--- src/etot_pkg.sv ---
`timescale 1ns / 1ps

package etot_pkg;

  typedef enum logic [2:0] {
    ST_IDLE,
    ST_STRIP2,
    ST_CHECK,
    ST_WAIT_REST,
    ST_WAIT_ANS,
    ST_DONE
  } etot_state_t;

endpackage

--- src/etot_div.sv ---
`timescale 1ns / 1ps

module etot_div #(
  parameter int W = 31
) (
  input  logic         clk,
  input  logic         rst_n,
  input  logic         start,
  input  logic [W-1:0] dividend,
  input  logic [W-1:0] divisor,
  output logic         done,
  output logic [W-1:0] quotient,
  output logic [W-1:0] remainder
);

  localparam int CW = (W > 1) ? $clog2(W) : 1;

  logic          busy_r, busy_nxt;
  logic          done_r, done_nxt;
  logic [CW-1:0] cnt_r, cnt_nxt;
  logic [W-1:0]  rem_r, rem_nxt;
  logic [W-1:0]  quo_r, quo_nxt;
  logic [W-1:0]  den_r, den_nxt;
  logic [W:0]    partial;
  logic [W:0]    diff;
  logic          ge;

  // one restoring step per cycle while busy
  always_comb begin
    partial   = {rem_r, quo_r[W-1]};
    diff      = partial - {1'b0, den_r};
    ge        = (partial >= {1'b0, den_r});
    busy_nxt  = busy_r;
    done_nxt  = 1'b0;
    cnt_nxt   = cnt_r;
    rem_nxt   = rem_r;
    quo_nxt   = quo_r;
    den_nxt   = den_r;
    if (start) begin
      busy_nxt = 1'b1;
      cnt_nxt  = '0;
      rem_nxt  = '0;
      quo_nxt  = dividend;
      den_nxt  = divisor;
    end else if (busy_r) begin
      rem_nxt = ge ? diff[W-1:0] : partial[W-1:0];
      quo_nxt = {quo_r[W-2:0], ge};
      cnt_nxt = cnt_r + 1'b1;
      if (cnt_r == CW'(W - 1)) begin
        busy_nxt = 1'b0;
        done_nxt = 1'b1;
      end
    end
  end

  always_ff @(posedge clk) begin
    if (!rst_n) begin
      busy_r <= 1'b0;
      done_r <= 1'b0;
      cnt_r  <= '0;
    end else begin
      busy_r <= busy_nxt;
      done_r <= done_nxt;
      cnt_r  <= cnt_nxt;
    end
  end

  always_ff @(posedge clk) begin
    rem_r <= rem_nxt;
    quo_r <= quo_nxt;
    den_r <= den_nxt;
  end

  assign done      = done_r;
  assign quotient  = quo_r;
  assign remainder = rem_r;

endmodule

--- src/euler_totient_core.sv ---
`timescale 1ns / 1ps

// Euler totient by trial division. Each item runs alone: in_ready is high only while the
// core is idle, and a finished result waits in the output register so the next item can
// be taken meanwhile. Factor 2 is stripped one shift per cycle, then divisors 3, 5, 7 ...
// are tried while the divisor squared does not exceed the unfactored rest. All divisions
// go through one shared restoring divider; a large prime input is the slowest case, as
// every odd divisor up to its square root is tried. Zero gives totient 0 with out_invalid
// set; one gives 1.

module euler_totient_core #(
  parameter int VALUE_BITS = 31
) (
  input  logic                  clk,
  input  logic                  rst_n,
  input  logic                  in_valid,
  output logic                  in_ready,
  input  logic [VALUE_BITS-1:0] in_value_in,
  output logic                  out_valid,
  input  logic                  out_ready,
  output logic [VALUE_BITS-1:0] out_totient,
  output logic                  out_invalid
);

  import etot_pkg::*;

  localparam int W = VALUE_BITS;

  etot_state_t   state_r, state_nxt;
  logic [W-1:0]  ans_r, ans_nxt;
  logic [W-1:0]  rest_r, rest_nxt;
  logic [W-1:0]  d_r, d_nxt;
  logic [W+1:0]  sq_r, sq_nxt;
  logic          hit_r, hit_nxt;
  logic          final_r, final_nxt;
  logic          inval_r, inval_nxt;
  logic          out_valid_r, out_valid_nxt;
  logic [W-1:0]  out_tot_r, out_tot_nxt;
  logic          out_inv_r, out_inv_nxt;

  logic          div_start;
  logic [W-1:0]  div_a;
  logic [W-1:0]  div_b;
  logic          div_done;
  logic [W-1:0]  div_q;
  logic [W-1:0]  div_rem;

  etot_div #(.W(W)) u_div (
    .clk       (clk),
    .rst_n     (rst_n),
    .start     (div_start),
    .dividend  (div_a),
    .divisor   (div_b),
    .done      (div_done),
    .quotient  (div_q),
    .remainder (div_rem)
  );

  always_comb begin
    state_nxt     = state_r;
    ans_nxt       = ans_r;
    rest_nxt      = rest_r;
    d_nxt         = d_r;
    sq_nxt        = sq_r;
    hit_nxt       = hit_r;
    final_nxt     = final_r;
    inval_nxt     = inval_r;
    out_valid_nxt = out_valid_r;
    out_tot_nxt   = out_tot_r;
    out_inv_nxt   = out_inv_r;
    div_start     = 1'b0;
    div_a         = rest_r;
    div_b         = d_r;
    in_ready      = (state_r == ST_IDLE);

    if (out_valid_r && out_ready) begin
      out_valid_nxt = 1'b0;
    end

    case (state_r)
      ST_IDLE: begin
        if (in_valid) begin
          ans_nxt   = in_value_in;
          rest_nxt  = in_value_in;
          d_nxt     = W'(3);
          sq_nxt    = (W+2)'(9);
          hit_nxt   = 1'b0;
          inval_nxt = 1'b0;
          if (in_value_in == '0) begin
            inval_nxt = 1'b1;
            state_nxt = ST_DONE;
          end else if (!in_value_in[0]) begin
            ans_nxt   = in_value_in - (in_value_in >> 1);
            state_nxt = ST_STRIP2;
          end else begin
            state_nxt = ST_CHECK;
          end
        end
      end
      ST_STRIP2: begin
        if (!rest_r[0]) begin
          rest_nxt = rest_r >> 1;
        end else begin
          state_nxt = ST_CHECK;
        end
      end
      ST_CHECK: begin
        if (sq_r <= {2'b00, rest_r}) begin
          div_start = 1'b1;
          state_nxt = ST_WAIT_REST;
        end else if (rest_r > W'(1)) begin
          div_start = 1'b1;
          div_a     = ans_r;
          div_b     = rest_r;
          final_nxt = 1'b1;
          state_nxt = ST_WAIT_ANS;
        end else begin
          state_nxt = ST_DONE;
        end
      end
      ST_WAIT_REST: begin
        if (div_done) begin
          if (div_rem == '0) begin
            rest_nxt  = div_q;
            div_start = 1'b1;
            if (!hit_r) begin
              hit_nxt   = 1'b1;
              div_a     = ans_r;
              final_nxt = 1'b0;
              state_nxt = ST_WAIT_ANS;
            end else begin
              div_a = div_q;
            end
          end else begin
            d_nxt     = d_r + W'(2);
            sq_nxt    = sq_r + {d_r, 2'b00} + (W+2)'(4);
            hit_nxt   = 1'b0;
            state_nxt = ST_CHECK;
          end
        end
      end
      ST_WAIT_ANS: begin
        if (div_done) begin
          ans_nxt = ans_r - div_q;
          if (final_r) begin
            state_nxt = ST_DONE;
          end else begin
            div_start = 1'b1;
            state_nxt = ST_WAIT_REST;
          end
        end
      end
      ST_DONE: begin
        if (!out_valid_r || out_ready) begin
          out_valid_nxt = 1'b1;
          out_tot_nxt   = inval_r ? '0 : ans_r;
          out_inv_nxt   = inval_r;
          state_nxt     = ST_IDLE;
        end
      end
      default: begin
        state_nxt = ST_IDLE;
      end
    endcase
  end

  always_ff @(posedge clk) begin
    if (!rst_n) begin
      state_r     <= ST_IDLE;
      out_valid_r <= 1'b0;
    end else begin
      state_r     <= state_nxt;
      out_valid_r <= out_valid_nxt;
    end
  end

  always_ff @(posedge clk) begin
    ans_r     <= ans_nxt;
    rest_r    <= rest_nxt;
    d_r       <= d_nxt;
    sq_r      <= sq_nxt;
    hit_r     <= hit_nxt;
    final_r   <= final_nxt;
    inval_r   <= inval_nxt;
    out_tot_r <= out_tot_nxt;
    out_inv_r <= out_inv_nxt;
  end

  assign out_valid   = out_valid_r;
  assign out_totient = out_tot_r;
  assign out_invalid = out_inv_r;

endmodule

--- config.mk ---
export PLATFORM = sky130hd
export DESIGN_NAME = euler_totient_core
export DESIGN_NICKNAME = d
export VERILOG_FILES = /design/src/etot_pkg.sv /design/src/etot_div.sv /design/src/euler_totient_core.sv
export SDC_FILE = /design/constraint.sdc
export NUM_CORES = 1
export LEC_CHECK = 0
export BUFFER_PORTS_ARGS = -buffer_cell sky130_fd_sc_hd__buf_4
export CAP_MARGIN = 25
export CORE_MARGIN = 4
export CORE_UTILIZATION = 40
export CTS_BUF_LIST = sky130_fd_sc_hd__clkbuf_16
export CTS_CLUSTER_SIZE = 28
export DETAILED_ROUTE_END_ITERATION = 8
export HOLD_SLACK_MARGIN = 0.15
export SKIP_LAST_GASP = 1
export SYNTH_ARGS = -nofsm -noshare
export SYNTH_HDL_FRONTEND = slang
export SYNTH_SLANG_ARGS = --single-unit
--- constraint.sdc ---
create_clock -name clk -period 4.55 [get_ports clk]
set_clock_uncertainty 0.1 [all_clocks]
set_input_delay 0.6825 -clock clk [delete_from_list [all_inputs] [get_ports clk]]
set_output_delay 0.6825 -clock clk [all_outputs]
set_load 0.01 [all_outputs]
# Yosys cells after proc, flatten, opt, wreduce, memory -nomap -nowiden
# Cells that the tools add are included.
[totals]
reg_bits = 265
latch_bits = 0
mem_bits_rw = 0
mem_bits_ro = 0
out_inout_bits = 34
elab_cells = 139
memories = 0
[classes]
addsub = 7
mul = 0
div = 0
n_lt_le_gt_ge = 3
n_eq_ne = 19
n_shift = 0
muxes = 67
bitwise_logic = 2
reduce_logical = 23
[op_table]
columns = ["op", "count"]
rows = [
  ["$mux W31", 22],
  ["$pmux W31 S2", 3],
  ["$mux W33", 3],
  ["$pmux W31 S3", 1],
  ["$pmux W33 S2", 1],
  ["$logic_not A31 Y1", 2],
  ["$sub A31 B31 Y31", 2],
  ["$add A33 B3 Y33 const B", 1],
  ["$add A33 B33 Y33", 1],
  ["$le A33 B31 Y1", 1],
  ["$ge A32 B31 Y1", 1],
  ["$add A31 B2 Y31 const B", 1],
  ["$gt A31 B1 Y1 const B", 1],
  ["$sub A31 B30 Y31", 1],
  ["$mux W3", 10],
  ["$mux W1", 22],
  ["$ne A2 B2 Y1 const B", 9],
  ["$pmux W3 S6", 1],
  ["$reduce_and A6 Y1", 2],
  ["$reduce_and A4 Y1", 2],
  ["$reduce_bool A2 Y1", 4],
  ["$eq A3 B2 Y1 const B", 2],
  ["$eq A3 B3 Y1 const B", 2],
  ["$reduce_and A2 Y1", 3],
  ["19 further kinds", 23],
]

# Logic depth before layout (Yosys ltp)
[logic_depth]
ltp_word = 6
ltp_mapped = 14

# Hierarchy
# Synthesis repeated with hierarchy kept, for this count alone.
[unflattened]
cells_unflattened = 2075
area_unflattened_um2 = 19733.9
[by_module_without_submodules]
columns = ["module", "instances", "cells_per_inst", "area_each_um2", "seq_area_each_um2"]
rows = [
  ["euler_totient_core", 1, 1485, 13809.5, 4794.6],
  ["etot_div", 1, 590, 5924.4, 2622.5],
]

# Worst setup path after synthesis
# OpenSTA, ideal clock, no wires.
[synth_path]
kind = "register to register"
startpoint = "register rest_r[14]"
endpoint = "register u_div.quo_r[0], in the netlist u_div.quotient[0], enable pin"
setup_ps = 430
t_arrival_ps = 3878
required_time_ps = 4020
path_slack_ps = 143
path_stages_with_launch = 13
path_buffers = 1
period_less_slack_ps = 4407
path_cell_list = "edfxtp_1 -> inv_1 -> ha_1 -> a21o_1 -> a21o_1 -> a21oi_1 -> o211ai_2 -> a211oi_2 -> nor2_1 -> a31oi_1 -> buf_2 -> nor2_1 -> a21oi_1"
[synth_between]
elab_chain_cells = 6
word_cells_on_any_way = 8
classes_between = "order compare (2); eq/ne (1); mux (3); reduce/logical (2)"
[synth_rtl]
columns = ["element", "line_no", "text"]
rows = [
  ["start, declared", "euler_totient_core.sv:31", "logic [W-1:0] rest_r, rest_nxt;"],
  ["start signal, assigned", "euler_totient_core.sv:179", "rest_r <= rest_nxt;"],
  ["$gt A31 B1 Y1", "euler_totient_core.sv:111", "end else if (rest_r > W'(1)) begin"],
  ["$mux W1", "euler_totient_core.sv:111", ""],
  ["$mux W1 *", "euler_totient_core.sv:108", "if (sq_r <= {2'b00, rest_r}) begin"],
  ["$pmux W1 S3 *", "euler_totient_core.sv:80", "case (state_r)"],
  ["$ne A5 B5 Y1 (no source line) / $reduce_bool A2 Y1 (equally long branches)", "n/a", ""],
  ["$reduce_and A2 Y1 (no source line) *", "n/a", ""],
  ["end signal, assigned", "etot_div.sv:70", "quo_r <= quo_nxt;"],
  ["end, declared", "etot_div.sv:22", "logic [W-1:0] quo_r, quo_nxt;"],
]
# Every way passes the cells marked *; elsewhere a longest branch is shown, timed or not.
# A chain may end at the register's enable or synchronous reset.

# Worst setup path after layout
[layout_path]
startpoint = "register d_r[1]"
endpoint = "register sq_r[29] (data pin)"
[layout_between]
elab_chain_cells = 5
[layout_rtl]
columns = ["element", "line_no", "text"]
rows = [
  ["start, declared", "euler_totient_core.sv:32", "logic [W-1:0] d_r, d_nxt;"],
  ["start signal, assigned", "euler_totient_core.sv:180", "d_r <= d_nxt;"],
  ["$add A33 B33 Y33", "euler_totient_core.sv:136", "sq_nxt = sq_r + {d_r, 2'b00} + (W+2)'(4);"],
  ["$add A33 B3 Y33", "euler_totient_core.sv:136", ""],
  ["$mux W33", "euler_totient_core.sv:123", "if (div_rem == '0) begin"],
  ["$mux W33", "euler_totient_core.sv:122", "if (div_done) begin"],
  ["$pmux W33 S2", "euler_totient_core.sv:80", ""],
  ["end signal, assigned", "euler_totient_core.sv:181", "sq_r <= sq_nxt;"],
  ["end, declared", "euler_totient_core.sv:33", "logic [W+1:0] sq_r, sq_nxt;"],
]
# Every way passes these cells. The select of a mux whose other input is x is not followed.

==> flow_metrics.py <==
metrics = {
    "synthesis": {
        "synth_ff_type": "edfxtp_1",
        "synth-async-reset-ratio": 0,
        "ys_warn_count": 0,
        "synth_nets": 2339,
        "synthCells": 2109,
        "synth_edf_count": 219,
        "avgSynthCellArea_um2": 9.19,
        "synth_cell_type_count": 80,
        "ys_seq_elements": 261,
        "synth_area_um2": 19400,
        "ys_seq_area_frac": 0.383,
    },
    "clock_network": {
        "clkSinkCount": 261,
        "cts_buffers": 34,
        "clockBufferDepth": 3,
        "cts-root-buf": "clkbuf_16",
        "cts_setup_buffers": 0,
        "path_clk_slew_ns": 0.06,
        "clk_latency_ns": 0.55,
        "cts_tree": "done",
        "cts_resized": 0,
        "htree_num_levels": 2,
        "hold_buffers": 0,
    },
    "global_route": {
        "grt_usage": 0.206,
        "grt_max_degree": 127,
        "gr-total-overflow": 0,
        "grt_pass1_vias": 15600,
        "grt_pass1_wl_um": 87300,
        "met3_usage": 0.0374,
        "busiest_layer": "met2",
        "grt.met2_usage": 0.324,
        "antenna_found_initial": 2,
        "met1_usage": 0.285,
    },
    "critical_path": {
        "crit_family": "compound AO/OA/AOI/OAI gates",
        "max_stage_delay_ns": 0.54,
        "critical_path_required_ns": 4.86,
        "path_cells": "ha_1 -> inv_1 -> fa_1 -> nor2b_1 -> o21a_1 -> o21ai_0 -> a211o_1 -> a31oi_1 -> a211o_1 -> a21boi_0 -> or4_1 -> nand2_1",
        "crit_buf_inv": 1,
        "path_common_cell": "a211o_1",
        "cp-end-kind": "flip-flop",
        "cp_data_arrival_time_ns": 4.16,
        "critPathKind": "reg2reg",
        "crit_slowest_cell": "a31oi_1",
        "worstSetupStartpointType": "flip-flop",
        "critPathMaxFanout": 5,
    },
    "cells_and_area": {
        "stdcell_count": 2795,
        "area_growth_pct": 12.4,
        "nets": 2384,
        "multiInputGateArea_um2": 10900,
        "regArea_um2": 7420,
        "nFillCells": 4580,
        "final_core_util": 0.455,
        "drive_gt1_frac": 0.0867,
        "diodes": 0,
    },
    "route": {
        "via_per_inst": 5.74,
        "firstDrtPassIters": 7,
        "ant_nets": 0,
        "drc": 0,
        "wl_um": 55300,
        "vias": 16100,
        "wire_per_inst_um": 19.8,
        "first_iter_violations": 1594,
    },
    "timing": {
        "post-route-period-util": 0.848,
        "hold_viol": 0,
        "worst_slack_ns": 0.693,
        "max_clock_freq_ghz": 0.259,
        "slew_headroom": 0.321,
        "drv_slew": 0,
        "setup_viol_count_final": 0,
        "min_period_ns": 3.86,
        "rsz0062_at_grt": "false",
        "worstMarginPinSlew_ns": 1.01,
        "tns_ns": 0,
    },
    "floorplanning": {
        "dieHeight_um": 228,
        "initial_utilization": 0.405,
        "die_area_um2": 52000,
        "io_pins": 69,
        "rows": 80,
        "fp.dieW_um": 228,
        "core_um2": 47800,
    },
    "placed_design": {
        "preCtsSetupSlack_ns": 0.748,
        "dp_cells": 2733,
        "dp_hpwl_um": 41200,
        "port_buffers": 68,
        "gp_congestion": 0.893,
    },
    "job": {
        "max_cap_viol_count": 0,
    },
    "run_status": {
        "status": "finished, final reports clean",
    },
    "power_and_ir_drop": {
        "leakagePower_nw": 9.13,
        "power-per-cell-area_nw_per_um2": 788,
        "p_total_mw": 17.2,
        "vdd_drop_max_uv": 350,
    },
    "worst_hold_path": {
        "hp-class": "in2reg",
    },
}
==> Yosys cell counts, types with 5 or more instances <==
cell type / instances / share of area
o31a_1: 6 / 0.0027
edfxtp_1: 219 / 0.34
buf_1: 8 / 0.0015
nor2_1: 220 / 0.043
nand4_1: 26 / 0.0084
inv_1: 186 / 0.036
or3_1: 20 / 0.0065
a21o_1: 39 / 0.015
nor4_1: 25 / 0.0081
o211ai_1: 16 / 0.0062
and2_1: 11 / 0.0036
mux2i_1: 53 / 0.027
o2111ai_1: 6 / 0.0027
and3_1: 21 / 0.0068
and4_1: 5 / 0.0023
o21ai_0: 117 / 0.030
xor2_1: 52 / 0.023
buf_2: 17 / 0.0044
a211o_1: 9 / 0.0041
nand2_1: 141 / 0.027
o21a_1: 18 / 0.0070
xnor2_1: 59 / 0.027
nor4b_1: 5 / 0.0023
a222oi_1: 29 / 0.015
dfxtp_1: 42 / 0.043
mux2_2: 7 / 0.0041
a211oi_1: 44 / 0.017
nor3_1: 39 / 0.010
ha_1: 192 / 0.12
a21oi_1: 167 / 0.043
or2_2: 9 / 0.0029
o31ai_1: 8 / 0.0031
a31oi_1: 22 / 0.0071
nor3b_1: 7 / 0.0027
clkbuf_1: 53 / 0.010
nand3_1: 42 / 0.011
o21bai_1: 18 / 0.0070
nor2b_1: 56 / 0.018
nand2b_1: 20 / 0.0065
==> state kept, by name (all words and copies together) (netlist names), 3 cells and up <==
name	flops
ans_r	31
sq_r	30
u_div.remainder	31
state_r	3
rest_r	31
out_totient	31
u_div.den_r	31
d_r	30
u_div.quotient	31
u_div.cnt_r	5
==> power breakdown <==
group | leakage, nW | internal, mW | switching [mW]
registers | 2.42 | 3.97 | 0.990
clock network | 0.610 | 1.88 | 1.11
logic | 6.10 | 3.64 | 5.57
total | 9.13 | 9.49 | 7.67
==> path summary, 6_finish.rpt <==
kind,from,to,slack (ns),depth (start not counted)
worst max-delay path,d_r[1]$_SDFFCE_PN1P_,sq_r[29]$_SDFFCE_PN0P_,0.69,12
worst max register to register,d_r[1]$_SDFFCE_PN1P_,sq_r[29]$_SDFFCE_PN0P_,0.69,12
worst min-delay path,rst_n,state_r[2]$_SDFFE_PN0P_,0.32,2
worst min register to register,u_div.remainder[22]$_SDFFE_PN0P_,u_div.remainder[22]$_SDFFE_PN0P_,0.43,2
==> placed cells by master (no fill, tap or decap), drive strengths merged, types with 12 or more instances in the layout <==
| master | Yosys | layout |
|---|---|---|
| nand2 | 141 | 141 |
| mux2i | 53 | 53 |
| o21ai | 122 | 122 |
| inv | 186 | 188 |
| edfxtp | 219 | 219 |
| nand4 | 26 | 26 |
| nor3 | 39 | 39 |
| a21oi | 168 | 168 |
| o21a | 18 | 18 |
| a21o | 39 | 39 |
| nand3 | 42 | 42 |
| a211oi | 46 | 46 |
| o21bai | 19 | 19 |
| nor4 | 25 | 25 |
| dfxtp | 42 | 42 |
| nor2b | 56 | 56 |
| ha | 192 | 192 |
| and3 | 21 | 21 |
| nor2 | 220 | 220 |
| xnor2 | 59 | 59 |
| clkinv | 0 | 12 |
| nand2b | 20 | 20 |
| clkbuf | 53 | 39 |
| a31oi | 22 | 22 |
| buf | 29 | 91 |
| or3 | 21 | 21 |
| xor2 | 52 | 52 |
| a222oi | 29 | 29 |
| o211ai | 17 | 17 |
==> metal layers <==
| metal | share of wire | up-vias |
|---|---|---|
| met2 | 0.45 | 490 |
| li1 | - | 7810 |
| met3 | 0.057 | 104 |
| met4 | 0.034 | 0 |
| met1 | 0.46 | 7646 |
| met5 | 0 | - |
==> cell families (layout without fill, tap and decap cells) <==
group | Yosys count | in the layout | synth area share
compound gates | 556 | 556 | 0.189
xor+xnor | 111 | 111 | 0.0502
simple gates | 658 | 658 | 0.164
buf+inv | 268 | 339 | 0.0559
mux | 60 | 60 | 0.0314
fa+ha+maj | 195 | 195 | 0.127
flops | 261 | 261 | 0.383
==> layout make-up <==
type	count	area share
multi-input cells	1580	0.502
well taps	615	0.0353
clock inverters	23	0.0122
repair buffers	91	0.0331
inverters	186	0.0320
flip-flops and latches	261	0.341
clock buffers	39	0.0448
==> metrics by stage <==
step	area [um2]	hold slack, ns
after detailed placement	20500	0.421
after CTS	21800	0.293
after global routing	21800	0.308
after global placement	20500	0.399
final	21800	0.320
after floorplan	19400	0.365
(Power assumes the default switching activity.)
